==> src/design/assert_macros.svh <==
// Assertion macros used by the parser core.
`ifndef ASSERT_MACROS_SVH
`define ASSERT_MACROS_SVH

`ifndef NO_ASSERTIONS

// Checked only while reset is released.
`define BCP_ASSERT(label, prop, msg) \
    label: assert property (@(posedge clk) disable iff (!rst_n) prop) else $error(msg);

// Checked at every edge, reset included.
`define BCP_ASSERT_ALWAYS(label, prop, msg) \
    label: assert property (@(posedge clk) prop) else $error(msg);

`else

`define BCP_ASSERT(label, prop, msg)
`define BCP_ASSERT_ALWAYS(label, prop, msg)

`endif

`endif

==> src/design/bcp_pkg.sv <==
package bcp_pkg;

    // Parser phases. The three string sections share COUNT, LEN and CHARS.
    typedef enum logic [2:0] {
        PH_HEADER,
        PH_COUNT,
        PH_LEN,
        PH_CHARS,
        PH_CODESIZE,
        PH_CODE,
        PH_TRAIL,
        PH_ERROR
    } phase_t;

    localparam logic [2:0] SEC_HEADER    = 3'd0;
    localparam logic [2:0] SEC_CONSTANTS = 3'd1;
    localparam logic [2:0] SEC_GLOBALS   = 3'd2;
    localparam logic [2:0] SEC_FUNCTIONS = 3'd3;
    localparam logic [2:0] SEC_CODE      = 3'd4;
    localparam logic [2:0] SEC_TRAILING  = 3'd5;

    localparam logic [2:0] ROLE_MAGIC   = 3'd0;
    localparam logic [2:0] ROLE_VERSION = 3'd1;
    localparam logic [2:0] ROLE_FLAGS   = 3'd2;
    localparam logic [2:0] ROLE_COUNT   = 3'd3;
    localparam logic [2:0] ROLE_LENGTH  = 3'd4;
    localparam logic [2:0] ROLE_CHAR    = 3'd5;
    localparam logic [2:0] ROLE_CODE    = 3'd6;
    localparam logic [2:0] ROLE_IGNORED = 3'd7;

    localparam logic [2:0] ST_RUN     = 3'd0;
    localparam logic [2:0] ST_DONE    = 3'd1;
    localparam logic [2:0] ST_FORMAT  = 3'd2;
    localparam logic [2:0] ST_VERSION = 3'd3;
    localparam logic [2:0] ST_TRUNC   = 3'd4;

    localparam logic [7:0] MAGIC_0 = 8'h44;
    localparam logic [7:0] MAGIC_1 = 8'h53;
    localparam logic [7:0] MAGIC_2 = 8'h42;
    localparam logic [7:0] MAGIC_3 = 8'h43;

    localparam logic [7:0] VERSION_MAJOR = 8'd1;
    localparam logic [7:0] VERSION_MINOR = 8'd0;

    localparam logic [2:0] HDR_MAJOR_POS = 3'd4;
    localparam logic [2:0] HDR_MINOR_POS = 3'd5;
    localparam logic [2:0] HDR_LAST_POS  = 3'd7;

    localparam logic [1:0] LAST_STRING_SECTION = 2'd3;

    typedef struct packed {
        logic       end_of_stream;
        logic [7:0] data_byte;
    } in_item_t;

    typedef struct packed {
        logic [2:0]  section;
        logic [2:0]  byte_role;
        logic [31:0] item_index;
        logic [31:0] byte_offset;
        logic [7:0]  payload_byte;
        logic        item_done;
        logic [2:0]  status;
    } result_t;

    function automatic logic [7:0] magic_byte(input logic [1:0] pos);
        logic [7:0] value;
        case (pos)
            2'd0:    value = MAGIC_0;
            2'd1:    value = MAGIC_1;
            2'd2:    value = MAGIC_2;
            default: value = MAGIC_3;
        endcase
        return value;
    endfunction

endpackage

==> src/design/bcp_in_reg.sv <==
module bcp_in_reg (
    input  logic              clk,
    input  logic              rst_n,
    input  logic              s_tvalid,
    output logic              s_tready,
    input  logic [7:0]        s_tdata,
    input  logic              s_tlast,
    input  logic              take,
    output logic              item_valid,
    output bcp_pkg::in_item_t item
);
    import bcp_pkg::*;

    logic     valid_reg;
    logic     valid_next;
    in_item_t item_reg;

    // A new transaction is taken when the stage is empty or drains this cycle.
    assign s_tready   = !valid_reg || take;
    assign valid_next = s_tready ? s_tvalid : valid_reg;

    always_ff @(posedge clk or negedge rst_n)
    begin
        if (!rst_n)
        begin
            valid_reg <= 1'b0;
        end
        else
        begin
            valid_reg <= valid_next;
        end
    end

    always_ff @(posedge clk)
    begin
        if (s_tvalid && s_tready)
        begin
            item_reg.data_byte     <= s_tdata;
            item_reg.end_of_stream <= s_tlast;
        end
    end

    assign item_valid = valid_reg;
    assign item       = item_reg;

endmodule

==> src/design/bcp_parser.sv <==
module bcp_parser (
    input  logic              clk,
    input  logic              rst_n,
    input  logic              step,
    input  bcp_pkg::in_item_t item,
    output bcp_pkg::result_t  result,
    output bcp_pkg::phase_t   phase
);
    import bcp_pkg::*;

    phase_t      phase_reg, phase_next;
    logic [1:0]  sec_reg, sec_next;
    logic [2:0]  hdr_pos_reg, hdr_pos_next;
    logic [1:0]  fb_reg, fb_next;
    logic [31:0] acc_reg, acc_next;
    logic [31:0] items_reg, items_next;
    logic [31:0] item_reg, item_next;
    logic [31:0] bytes_reg, bytes_next;
    logic        vmis_reg, vmis_next;
    logic [2:0]  err_reg, err_next;

    logic [31:0] acc_or;
    logic [2:0]  err_code;
    logic        complete;
    logic        done;
    logic [2:0]  st_new;

    logic [7:0] b;
    logic       eos;

    assign b      = item.data_byte;
    assign eos    = item.end_of_stream;
    assign acc_or = acc_reg | (32'(b) << {fb_reg, 3'b000});

    // Next state
    always_comb
    begin
        phase_next   = phase_reg;
        sec_next     = sec_reg;
        hdr_pos_next = hdr_pos_reg;
        fb_next      = fb_reg;
        acc_next     = acc_reg;
        items_next   = items_reg;
        item_next    = item_reg;
        bytes_next   = bytes_reg;
        vmis_next    = vmis_reg;
        err_next     = err_reg;
        err_code     = ST_RUN;
        complete     = 1'b0;
        done         = 1'b0;
        st_new       = ST_RUN;

        case (phase_reg)
            PH_HEADER:
            begin
                if (!hdr_pos_reg[2] && b != magic_byte(hdr_pos_reg[1:0]))
                begin
                    err_code = ST_FORMAT;
                end
                if ((hdr_pos_reg == HDR_MAJOR_POS && b != VERSION_MAJOR) ||
                    (hdr_pos_reg == HDR_MINOR_POS && b != VERSION_MINOR))
                begin
                    vmis_next = 1'b1;
                end
                if (hdr_pos_reg == HDR_LAST_POS)
                begin
                    if (vmis_reg)
                    begin
                        err_code = ST_VERSION;
                    end
                    else
                    begin
                        phase_next = PH_COUNT;
                        sec_next   = 2'd1;
                    end
                end
                else
                begin
                    hdr_pos_next = hdr_pos_reg + 3'd1;
                    if (err_code == ST_RUN && eos)
                    begin
                        err_code = ST_FORMAT;
                    end
                end
            end
            PH_COUNT:
            begin
                acc_next = acc_or;
                if (fb_reg == 2'd3)
                begin
                    items_next = acc_or;
                    acc_next   = '0;
                    fb_next    = '0;
                    item_next  = '0;
                    if (acc_or == 32'd0)
                    begin
                        if (sec_reg < LAST_STRING_SECTION)
                        begin
                            sec_next = sec_reg + 2'd1;
                        end
                        else
                        begin
                            phase_next = PH_CODESIZE;
                        end
                    end
                    else
                    begin
                        phase_next = PH_LEN;
                    end
                end
                else
                begin
                    fb_next = fb_reg + 2'd1;
                end
            end
            PH_LEN, PH_CHARS:
            begin
                if (phase_reg == PH_LEN)
                begin
                    if (fb_reg[0])
                    begin
                        bytes_next = {16'd0, acc_or[15:0]};
                        acc_next   = '0;
                        fb_next    = '0;
                        if (acc_or[15:0] == 16'd0)
                        begin
                            done = 1'b1;
                        end
                        else
                        begin
                            phase_next = PH_CHARS;
                        end
                    end
                    else
                    begin
                        acc_next = acc_or;
                        fb_next  = 2'd1;
                    end
                end
                else
                begin
                    acc_next   = acc_reg + 32'd1;
                    bytes_next = bytes_reg - 32'd1;
                    if (bytes_reg == 32'd1)
                    begin
                        done     = 1'b1;
                        acc_next = '0;
                    end
                end
                // The string is finished: step to the next one or the next section.
                if (done)
                begin
                    item_next  = item_reg + 32'd1;
                    items_next = items_reg - 32'd1;
                    if (items_reg == 32'd1)
                    begin
                        if (sec_reg < LAST_STRING_SECTION)
                        begin
                            sec_next   = sec_reg + 2'd1;
                            phase_next = PH_COUNT;
                        end
                        else
                        begin
                            phase_next = PH_CODESIZE;
                        end
                    end
                    else
                    begin
                        phase_next = PH_LEN;
                    end
                end
            end
            PH_CODESIZE:
            begin
                acc_next = acc_or;
                if (fb_reg == 2'd3)
                begin
                    bytes_next = acc_or;
                    acc_next   = '0;
                    fb_next    = '0;
                    if (acc_or == 32'd0)
                    begin
                        done       = 1'b1;
                        complete   = 1'b1;
                        phase_next = PH_TRAIL;
                    end
                    else
                    begin
                        phase_next = PH_CODE;
                    end
                end
                else
                begin
                    fb_next = fb_reg + 2'd1;
                end
            end
            PH_CODE:
            begin
                acc_next   = acc_reg + 32'd1;
                bytes_next = bytes_reg - 32'd1;
                if (bytes_reg == 32'd1)
                begin
                    done       = 1'b1;
                    complete   = 1'b1;
                    acc_next   = '0;
                    phase_next = PH_TRAIL;
                end
            end
            default:
            begin
            end
        endcase

        if (phase_reg != PH_TRAIL && phase_reg != PH_ERROR)
        begin
            if (err_code != ST_RUN)
            begin
                err_next   = err_code;
                phase_next = PH_ERROR;
                st_new     = err_code;
            end
            else if (complete)
            begin
                st_new = ST_DONE;
            end
            else if (eos)
            begin
                err_next   = ST_TRUNC;
                phase_next = PH_ERROR;
                st_new     = ST_TRUNC;
            end
        end
    end

    // Outputs
    always_comb
    begin
        result              = '0;
        result.payload_byte = b;
        result.item_done    = done;
        result.status       = st_new;
        case (phase_reg)
            PH_HEADER:
            begin
                result.section     = SEC_HEADER;
                result.byte_offset = 32'(hdr_pos_reg);
                if (!hdr_pos_reg[2])
                begin
                    result.byte_role = ROLE_MAGIC;
                end
                else if (!hdr_pos_reg[1])
                begin
                    result.byte_role = ROLE_VERSION;
                end
                else
                begin
                    result.byte_role = ROLE_FLAGS;
                end
            end
            PH_COUNT:
            begin
                result.section     = {1'b0, sec_reg};
                result.byte_role   = ROLE_COUNT;
                result.byte_offset = 32'(fb_reg);
            end
            PH_LEN:
            begin
                result.section     = {1'b0, sec_reg};
                result.byte_role   = ROLE_LENGTH;
                result.item_index  = item_reg;
                result.byte_offset = 32'(fb_reg);
            end
            PH_CHARS:
            begin
                result.section     = {1'b0, sec_reg};
                result.byte_role   = ROLE_CHAR;
                result.item_index  = item_reg;
                result.byte_offset = acc_reg;
            end
            PH_CODESIZE:
            begin
                result.section     = SEC_CODE;
                result.byte_role   = ROLE_COUNT;
                result.byte_offset = 32'(fb_reg);
            end
            PH_CODE:
            begin
                result.section     = SEC_CODE;
                result.byte_role   = ROLE_CODE;
                result.byte_offset = acc_reg;
            end
            PH_TRAIL:
            begin
                result.section   = SEC_TRAILING;
                result.byte_role = ROLE_IGNORED;
                result.status    = ST_DONE;
            end
            default:
            begin
                result.section   = SEC_TRAILING;
                result.byte_role = ROLE_IGNORED;
                result.status    = err_reg;
            end
        endcase
    end

    always_ff @(posedge clk or negedge rst_n)
    begin
        if (!rst_n)
        begin
            phase_reg   <= PH_HEADER;
            sec_reg     <= '0;
            hdr_pos_reg <= '0;
            fb_reg      <= '0;
            acc_reg     <= '0;
            items_reg   <= '0;
            item_reg    <= '0;
            bytes_reg   <= '0;
            vmis_reg    <= 1'b0;
            err_reg     <= ST_RUN;
        end
        else if (step)
        begin
            phase_reg   <= phase_next;
            sec_reg     <= sec_next;
            hdr_pos_reg <= hdr_pos_next;
            fb_reg      <= fb_next;
            acc_reg     <= acc_next;
            items_reg   <= items_next;
            item_reg    <= item_next;
            bytes_reg   <= bytes_next;
            vmis_reg    <= vmis_next;
            err_reg     <= err_next;
        end
    end

    assign phase = phase_reg;

endmodule

==> src/design/bcp_out_reg.sv <==
module bcp_out_reg (
    input  logic             clk,
    input  logic             rst_n,
    input  logic             result_valid,
    input  bcp_pkg::result_t result,
    output logic             advance,
    output logic             m_tvalid,
    input  logic             m_tready,
    output logic [71:0]      m_tdata,
    output logic [8:0]       m_tuser,
    output logic             m_tlast
);
    import bcp_pkg::*;

    logic    valid_reg;
    logic    valid_next;
    result_t result_reg;

    // The register loads whenever it is empty or its transaction completes.
    assign advance    = !valid_reg || m_tready;
    assign valid_next = advance ? result_valid : valid_reg;

    always_ff @(posedge clk or negedge rst_n)
    begin
        if (!rst_n)
        begin
            valid_reg <= 1'b0;
        end
        else
        begin
            valid_reg <= valid_next;
        end
    end

    always_ff @(posedge clk)
    begin
        if (advance && result_valid)
        begin
            result_reg <= result;
        end
    end

    assign m_tvalid = valid_reg;
    assign m_tdata  = {result_reg.payload_byte, result_reg.byte_offset, result_reg.item_index};
    assign m_tuser  = {result_reg.status, result_reg.byte_role, result_reg.section};
    assign m_tlast  = result_reg.item_done;

endmodule

==> src/design/bytecode_container_parser_core.sv <==
// Byte-serial parser for a bytecode container stream.
// Input: one byte per transaction on s_tdata, with s_tlast set on the last
// byte of the stream. Output: one tagged transaction per input byte carrying
// section, byte role and status on m_tuser, the string index, the offset and
// the byte itself on m_tdata, and m_tlast when the byte completes a string
// or the code section.
// One input register, then the parser logic and its state counters feed the
// output register, which drives m_tvalid. One byte is accepted per cycle
// while the receiver keeps m_tready high; the parser state counters update
// once per byte.
// Reset clears the parser to the start of the header and empties both
// register stages. An error (bad magic, short stream, bad version or
// truncation) is held until reset; later bytes are tagged as ignored
// and carry the held status. When the receiver holds m_tready low the
// output holds its transaction, the input register fills, and s_tready
// falls until the output drains.
`include "assert_macros.svh"

module bytecode_container_parser_core (
    input  logic        clk,
    input  logic        rst_n,
    input  logic        s_tvalid,
    output logic        s_tready,
    input  logic [7:0]  s_tdata,   // [7:0] data_byte
    input  logic        s_tlast,   // end_of_stream
    output logic        m_tvalid,
    input  logic        m_tready,
    output logic [71:0] m_tdata,   // [31:0] item_index, [63:32] byte_offset, [71:64] payload_byte
    output logic [8:0]  m_tuser,   // [2:0] section, [5:3] byte_role, [8:6] status
    output logic        m_tlast    // item_done
);
    import bcp_pkg::*;

    logic     advance;
    logic     item_valid;
    in_item_t item;
    result_t  result;
    phase_t   phase;
    logic     done_role_ok;
    logic     trail_clean;

    bcp_in_reg u_in_reg (
        .clk        (clk),
        .rst_n      (rst_n),
        .s_tvalid   (s_tvalid),
        .s_tready   (s_tready),
        .s_tdata    (s_tdata),
        .s_tlast    (s_tlast),
        .take       (advance),
        .item_valid (item_valid),
        .item       (item)
    );

    bcp_parser u_parser (
        .clk    (clk),
        .rst_n  (rst_n),
        .step   (item_valid && advance),
        .item   (item),
        .result (result),
        .phase  (phase)
    );

    bcp_out_reg u_out_reg (
        .clk          (clk),
        .rst_n        (rst_n),
        .result_valid (item_valid),
        .result       (result),
        .advance      (advance),
        .m_tvalid     (m_tvalid),
        .m_tready     (m_tready),
        .m_tdata      (m_tdata),
        .m_tuser      (m_tuser),
        .m_tlast      (m_tlast)
    );

    assign done_role_ok = m_tuser[5:3] inside {ROLE_LENGTH, ROLE_CHAR, ROLE_CODE, ROLE_COUNT};
    assign trail_clean  = (m_tuser[5:3] == ROLE_IGNORED) && (m_tdata[63:0] == 64'd0) &&
                          !m_tlast;

    `BCP_ASSERT(a_error_sticks, (phase == PH_ERROR) |=> (phase == PH_ERROR), "error state left")
    `BCP_ASSERT(a_done_role, (m_tvalid && m_tlast) |-> done_role_ok, "item_done on a wrong role")
    `BCP_ASSERT(a_trail_clean, (m_tvalid && m_tuser[2:0] == SEC_TRAILING) |-> trail_clean, "trailing byte not clean")
    `BCP_ASSERT_ALWAYS(a_reset_empty, !rst_n |=> !m_tvalid, "output valid right after reset")

endmodule
==> config.mk <==
export PLATFORM = sky130hd
export DESIGN_NAME = bytecode_container_parser_core
export DESIGN_NICKNAME = d
export VERILOG_FILES = /design/src/design/bcp_pkg.sv /design/src/design/bcp_in_reg.sv /design/src/design/bcp_parser.sv /design/src/design/bcp_out_reg.sv /design/src/design/bytecode_container_parser_core.sv
export VERILOG_INCLUDE_DIRS = /design/src /design/src/design
export SDC_FILE = /design/constraint.sdc
export NUM_CORES = 1
export LEC_CHECK = 0
export ABC_AREA = 1
export BUFFER_PORTS_ARGS = -buffer_cell sky130_fd_sc_hd__buf_2
export CORE_UTILIZATION = 40
export CTS_CLUSTER_DIAMETER = 40
export DETAILED_ROUTE_END_ITERATION = 12
export GPL_TIMING_DRIVEN = 0
export SLEW_MARGIN = 10
export SYNTH_ARGS = -nofsm -noshare
export SYNTH_HDL_FRONTEND = slang
export SYNTH_SLANG_ARGS = --single-unit
==> constraint.sdc <==
create_clock -name clk -period 5.5 [get_ports clk]
set_input_delay 0.275 -clock clk [delete_from_list [all_inputs] [get_ports clk]]
set_output_delay 0.275 -clock clk [all_outputs]
set_load 0.02 [all_outputs]
==> results.yml, run 1 <==
setup_path:
  critPathKind: "reg2reg"
  critPathLaunchType: "register"
  critPathCaptureType: "register"
  arrival_ns: 3.63
  r2r-end: "u_parser.bytes_reg[19]$_DFFE_PN0P_"
  worst-path-max-fanout: 46
  reg2reg_from: "u_out_reg.m_tvalid$_DFFE_PN0P_"
  r2r_slack_ns: 2.28
  r2r_cells: 10
  crit_required_ns: 5.91
drt:
  drt-initial-drc-count: 1329
  via_count: 13216
  post_drt_wl_per_cell_um: 17.6
  drt-total-wl_um: 43800
  drt_pass1_iterations: 7
  vias_per_cell: 5.31
  drc_errors: 0
  ant_nets: 0
synthesis:
  synthDistinctLibCells: 45
  synthTopCellsByArea: "dfrtp_1 (26%), edfxtp_1 (20%), nand2_1 (12%)"
  seq_area_frac_synth_pct: 45.3
  synthCells: 1845
  synth_top_area_share_pct: 25.8
  synth_flop_cell: "dfrtp_1"
  ys_ff_latch: 235
  yosys.area.top_type: "dfrtp_1"
  synth_nets: 1872
  async_flop_share_pct: 61.3
  synth_edf_count: 91
  syn-cell-area_um2: 14000
  synth_most_common_cell: "nand2_1"
  ys_warn_count: 0
  syn_area_per_cell_um2: 7.57
  synthTopCellsByCount: "nand2_1 (462), nor2_1 (308), inv_1 (174), dfrtp_1 (144), a21oi_1 (113)"
global_route:
  grt_use_met2_pct: 36.8
  grt_pass1_vias: 12577
  grt_remaining_overflow: 0
  top_usage_layer: "met1"
  grt_usage_pct: 25.0
  grt_util_met1_pct: 36.9
  use_met3_pct: 4.63
  grt_pass1_wl_um: 69700
  grt_max_degree: 79
  antenna_found_initial: 0
clocking:
  ctsResizeCount: 0
  cts_setup_buffers: 0
  clk_latency_ns: 0.57
  tritoncts: "yes"
  numCtsBuffers: 42
  cts_buffer_depth: 3
  hold_buffers: 12
  cts_sinks: 235
  root_buffer: "clkbuf_16"
  htree_levels: 2
  clk_pin_slew_ns: 0.05
sta:
  period_needed_ns: 3.22
  finalMaxSlewViolations: 0
  fmax_mhz: 311
  tns_ns: 0
  slew-limit-headroom_pct: 35.2
  rsz0062_at_grt: "no"
  fin_crit_sh_pct: 58.5
  hold-worst-slack_ns: 0.265
  setup_violations: 0
  finalHoldViolations: 0
  fin_skew_ns: 0.0406
  worst_pin_slew_ns: 0.966
worst_hold_path:
  min_path_type: "in2async"
die:
  die-width_um: 189
  initial_core_util_pct: 40.5
  die-area_um2: 35700
  std_cell_rows: 68
  die_h_um: 189
  num_io_pins: 97
  coreArea_um2: 34500
layout:
  area_delta_synth_final_pct: 18.7
  drive_gt1_share_pct: 12.2
  nNetsFinal: 2026
  final_area_um2: 16600
  largest_reg_flops: 72
  diodes: 0
  final_core_util_pct: 48.1
run:
  maxCapViolations: 0
power:
  leakagePower_nw: 7.44
  power_density_nw_per_um2: 285
  vdd_drop_max_mv: 0.236
run_status:
  status: "completed"
placement:
  dpl-instance-area_um2: 15100
  io_buffers: 96
  dp_hpwl_um: 33000
  gp_congestion: 0.950
## per-stage QoR
stage | setup slack, ns | power (W) | std cells
6_report | 2.28 | 0.00472 | 2488
3_5_place_dp | 2.37 | 0.00222 | 2398
2_1_floorplan | 1.92 | 0.00210 | 1845
5_1_grt | 2.07 | 0.00486 | 2488
4_1_cts | 2.32 | 0.00477 | 2488
3_3_place_gp | 0.581 | 0.00221 | 2396
## worst max path at each step
| stage | startpoint | cells past startpoint | slack [ns] | to |
|---|---|---|---|---|
| finish | u_out_reg.m_tvalid$_DFFE_PN0P_ | 10 | 2.28 | u_parser.bytes_reg[19]$_DFFE_PN0P_ |
| CTS | u_out_reg.m_tvalid$_DFFE_PN0P_ | 10 | 2.32 | u_parser.bytes_reg[18]$_DFFE_PN0P_ |
| global placement | m_tready | 11 | 0.58 | u_parser.bytes_reg[18]$_DFFE_PN0P_ |
| detailed placement | u_out_reg.m_tvalid$_DFFE_PN0P_ | 10 | 2.37 | u_parser.bytes_reg[18]$_DFFE_PN0P_ |
| floorplan | u_out_reg.m_tvalid$_DFFE_PN0P_ | 9 | 1.92 | u_parser.bytes_reg[15]$_DFFE_PN0P_ |
| global route | u_out_reg.m_tvalid$_DFFE_PN0P_ | 10 | 2.07 | u_parser.bytes_reg[18]$_DFFE_PN0P_ |
## where the power goes
group / leakage (nW) / switching [W] / internal, W
Clock: 0.666 / 0.000970 / 0.00156
Sequential: 2.67 / 0.0000271 / 0.00191
Combinational: 4.10 / 0.000188 / 0.0000639
## metal layers
layer	routed length, um	vias to the layer above
met3	3080	77
li1	-	6393
met5	0	-
met4	1110	0
met1	20700	6262
met2	18900	484
## final cells by class
class,instances,area (um2)
Tap cell,455,569
Multi-Input combinational cell,1363,6580
Inverter,184,696
Timing Repair Buffer,110,658
Clock inverter,31,288
Clock buffer,47,1100
Sequential cell,235,6340
Buffer,63,363
Fill cell,3436,17900
## cells by family (layout without fill, tap and decap cells)
logic type / count (synthesis) / after routing / share of synthesized area, %
AOI/OAI and AO/OA: 282 / 282 / 12.0
xor gates and xnor gates: 70 / 70 / 4.39
adders and majority gates: 14 / 14 / 1.25
DFF: 235 / 235 / 45.3
buffers and inverters: 247 / 435 / 7.56
and+or+nand+nor: 997 / 997 / 29.5
## cell usage in the layout (no fill, tap or decap), types with 13 or more instances in the layout
cell,synthesis,routed
nand2_1,462,462
nor2_1,308,308
inv_1,174,173
dfrtp_1,144,144
a21oi_1,113,113
nand3_1,106,106
buf_2,10,105
edfxtp_1,91,91
o21ai_0,71,71
xor2_1,64,64
nor3_1,60,60
clkbuf_16,0,43
clkbuf_1,33,36
o21ai_2,27,27
nand4_1,23,23
a22oi_1,22,22
buf_6,15,15
ha_1,14,14
nor4_1,13,13
## worst max-delay path: stages, from the launching register on
cell and delay [ns]:
dfrtp_1 0.38, nand2_1 0.09, nand2_1 0.20, inv_4 0.47, buf_12 0.33, o31ai_1 0.14, nor2_2 0.58, inv_2 0.26
buf_2 0.27, a21oi_1 0.23, a21oi_1 0.10
(Power assumes the default switching activity.)
==> run 2: changes to the inputs <==
- clock period: 5.5 -> 2.97 ns (I/O delays scaled with it)
==> results.yml, run 2 (synthesis gave the netlist of run 1 again) <==
die:
  num_io_pins: 97
  initial_core_util_pct: 40.5
  coreArea_um2: 34500
  die-width_um: 189
  die-area_um2: 35700
  die_h_um: 189
  std_cell_rows: 68
power:
  leakagePower_nw: 7.45
  power_density_nw_per_um2: 529
  switchingPower_w: 0.00212
  power_frac_seq_pct: 40.7
  clock_power_share_pct: 53.8
  p_comb_share_pct: 5.5
  vdd_drop_max_mv: 0.460
  internal-power_w: 0.00668
  swShare_pct: 24.1
drt:
  via_count: 13270
  wl_met3_um: 3450
  dr_wl_met2_um: 18900
  drt-initial-drc-count: 1314
  drc_errors: 0
  vias_per_cell: 5.33
  drt_pass1_iterations: 5
  drt-total-wl_um: 43800
  ant_nets: 0
  top_layer_used: "met4"
  post_drt_wl_per_cell_um: 17.6
  wl_met1_um: 20300
setup_path:
  arrival_ns: 3.20
  max_stage_delay_ns: 0.57
  cp_slowest_cell: "nor2_2"
  worst-path-max-fanout: 10
  critPathKind: "reg2reg"
  crit_required_ns: 3.39
  critPathCaptureType: "register"
  critPathLaunchType: "register"
  crit_chain: "buf_2 -> nor2_1 -> nand2_1 -> clkinv_1 -> o31ai_1 -> nor2_2 -> inv_2 -> buf_2 -> o21ai_0 -> o21ai_0"
global_route:
  grt_pass1_wl_um: 69200
  grt_max_degree: 98
  grt_usage_pct: 24.8
  antenna_found_initial: 0
  grt_pass1_vias: 12613
  grt_remaining_overflow: 0
worst_hold_path:
  min_path_type: "in2async"
clocking:
  clk_latency_ns: 0.56
  cts_buffer_depth: 3
  numCtsBuffers: 41
  cts_sinks: 235
  clk_pin_slew_ns: 0.05
  cts_setup_buffers: 0
  htree_levels: 2
  tritoncts: "yes"
  root_buffer: "clkbuf_16"
layout:
  area_delta_synth_final_pct: 19.1
  layout_common_cells: "nand2_1 (462), nor2_1 (308), inv_1 (173)"
  drive_gt1_share_pct: 12.4
  largest_reg_flops: 72
  final_area_um2: 16600
  diodes: 0
  nNetsFinal: 2028
  fillers: 3463
  final_common_cell: "nand2_1"
placement:
  dpl_worst_slack_ns: 0.217
  gp_congestion: 0.968
  dp_hpwl_um: 32900
  dpl-instance-area_um2: 15100
  io_buffers: 96
sta:
  fin_skew_ns: 0.0338
  finalHoldViolations: 0
  rsz0062_at_grt: "no"
  tns_ns: 0
  period_needed_ns: 2.77
  slew-limit-headroom_pct: 44.0
  fmax_mhz: 361
  setup_violations: 0
  fin_crit_sh_pct: 93.4
  hold-worst-slack_ns: 0.0902
  fin_ws_ns: 0.197
  worst_pin_slew_ns: 0.833
  finalMaxSlewViolations: 0
run_status:
  status: "completed"
run:
  maxCapViolations: 0
-- run 2: changes by cell type in the layout (fill, tap and decap cells not counted), moves of 2 or more --
| cell | previous run | this run |
|---|---|---|
| clkinv_1 | 8 | 3 |
| clkinv_2 | 4 | 7 |
| inv_6 | 5 | 2 |
| bufinv_16 | 2 | 4 |
| clkinv_4 | 6 | 8 |
| clkinvlp_4 | 5 | 7 |
| dlygate4sd3_1 | 12 | 14 |
| inv_8 | 2 | 0 |
-- run 2: final timing paths --
kind / from / endpoint / slack (ns) / cells after the start
min reg2reg: u_in_reg.item[0]$_DFFE_PP_ / u_out_reg.m_tdata[64]$_DFFE_PP_ / 0.46 / 0
max reg2reg: u_parser.phase[0]$_DFFE_PN0P_ / u_parser.bytes_reg[15]$_DFFE_PN0P_ / 0.20 / 10
max: u_parser.phase[0]$_DFFE_PN0P_ / u_parser.bytes_reg[15]$_DFFE_PN0P_ / 0.20 / 10
min: rst_n / u_parser.item_reg[10]$_DFFE_PN0P_ / 0.09 / 2
min in group clk: s_tdata[4] / u_in_reg.item[4]$_DFFE_PP_ / 0.30 / 2
max in group asynchronous: rst_n / u_parser.items_reg[14]$_DFFE_PN0P_ / 2.00 / 3
-- run 2: routing by layer --
metal  global-route usage (%)  up-vias
met5                        0        -
met4                     7.88        0
met3                     5.56       85
met2                     37.5      472
met1                     35.1     6326
li1                         -     6387
-- run 2: cell type report --
type                    count  area, um2  area share [%]
well taps                 455        569            3.42
inverters                 184        697            4.19
clock buffers              47       1090            6.55
flip-flops and latches    235       6340            38.1
clock inverters            28        304            1.83
multi-input cells        1363       6590            39.6
plain buffers              63        363            2.18
repair buffers            113        698            4.19
-- run 2: power groups by stage --
stage | clock, W | combinational [W] | sequential, W
floorplan | 0 | 0.0000934 | 0.00379
global placement | 0 | 0.000440 | 0.00365
detailed placement | 0 | 0.000469 | 0.00364
CTS | 0.00484 | 0.000488 | 0.00358
global route | 0.00498 | 0.000519 | 0.00359
finish | 0.00474 | 0.000481 | 0.00359
-- run 2: critical path: cells and delay by family, from the launching register on --
family | cells | cell delay [ns]
AOI/OAI and AO/OA | 3 | 0.40
buffers and inverters | 4 | 0.95
and+or+nand+nor | 3 | 0.94
DFF | 1 | 0.35
-- run 2: what timing repair did --
item,4_1_cts,5_1_grt
setup endpoints to repair,0,15
endpoints found under the hold margin,84,0
resized for setup,0,2
hold buffers,14,0
-- run 2: per-stage QoR --
stage	util (%)	cells	total power (W)
2_1_floorplan	-	1845	0.00388
3_3_place_gp	43.6	2396	0.00409
3_5_place_dp	43.8	2399	0.00411
4_1_cts	48.3	2488	0.00892
5_1_grt	48.3	2488	0.00910
6_report	48.3	2488	0.00880
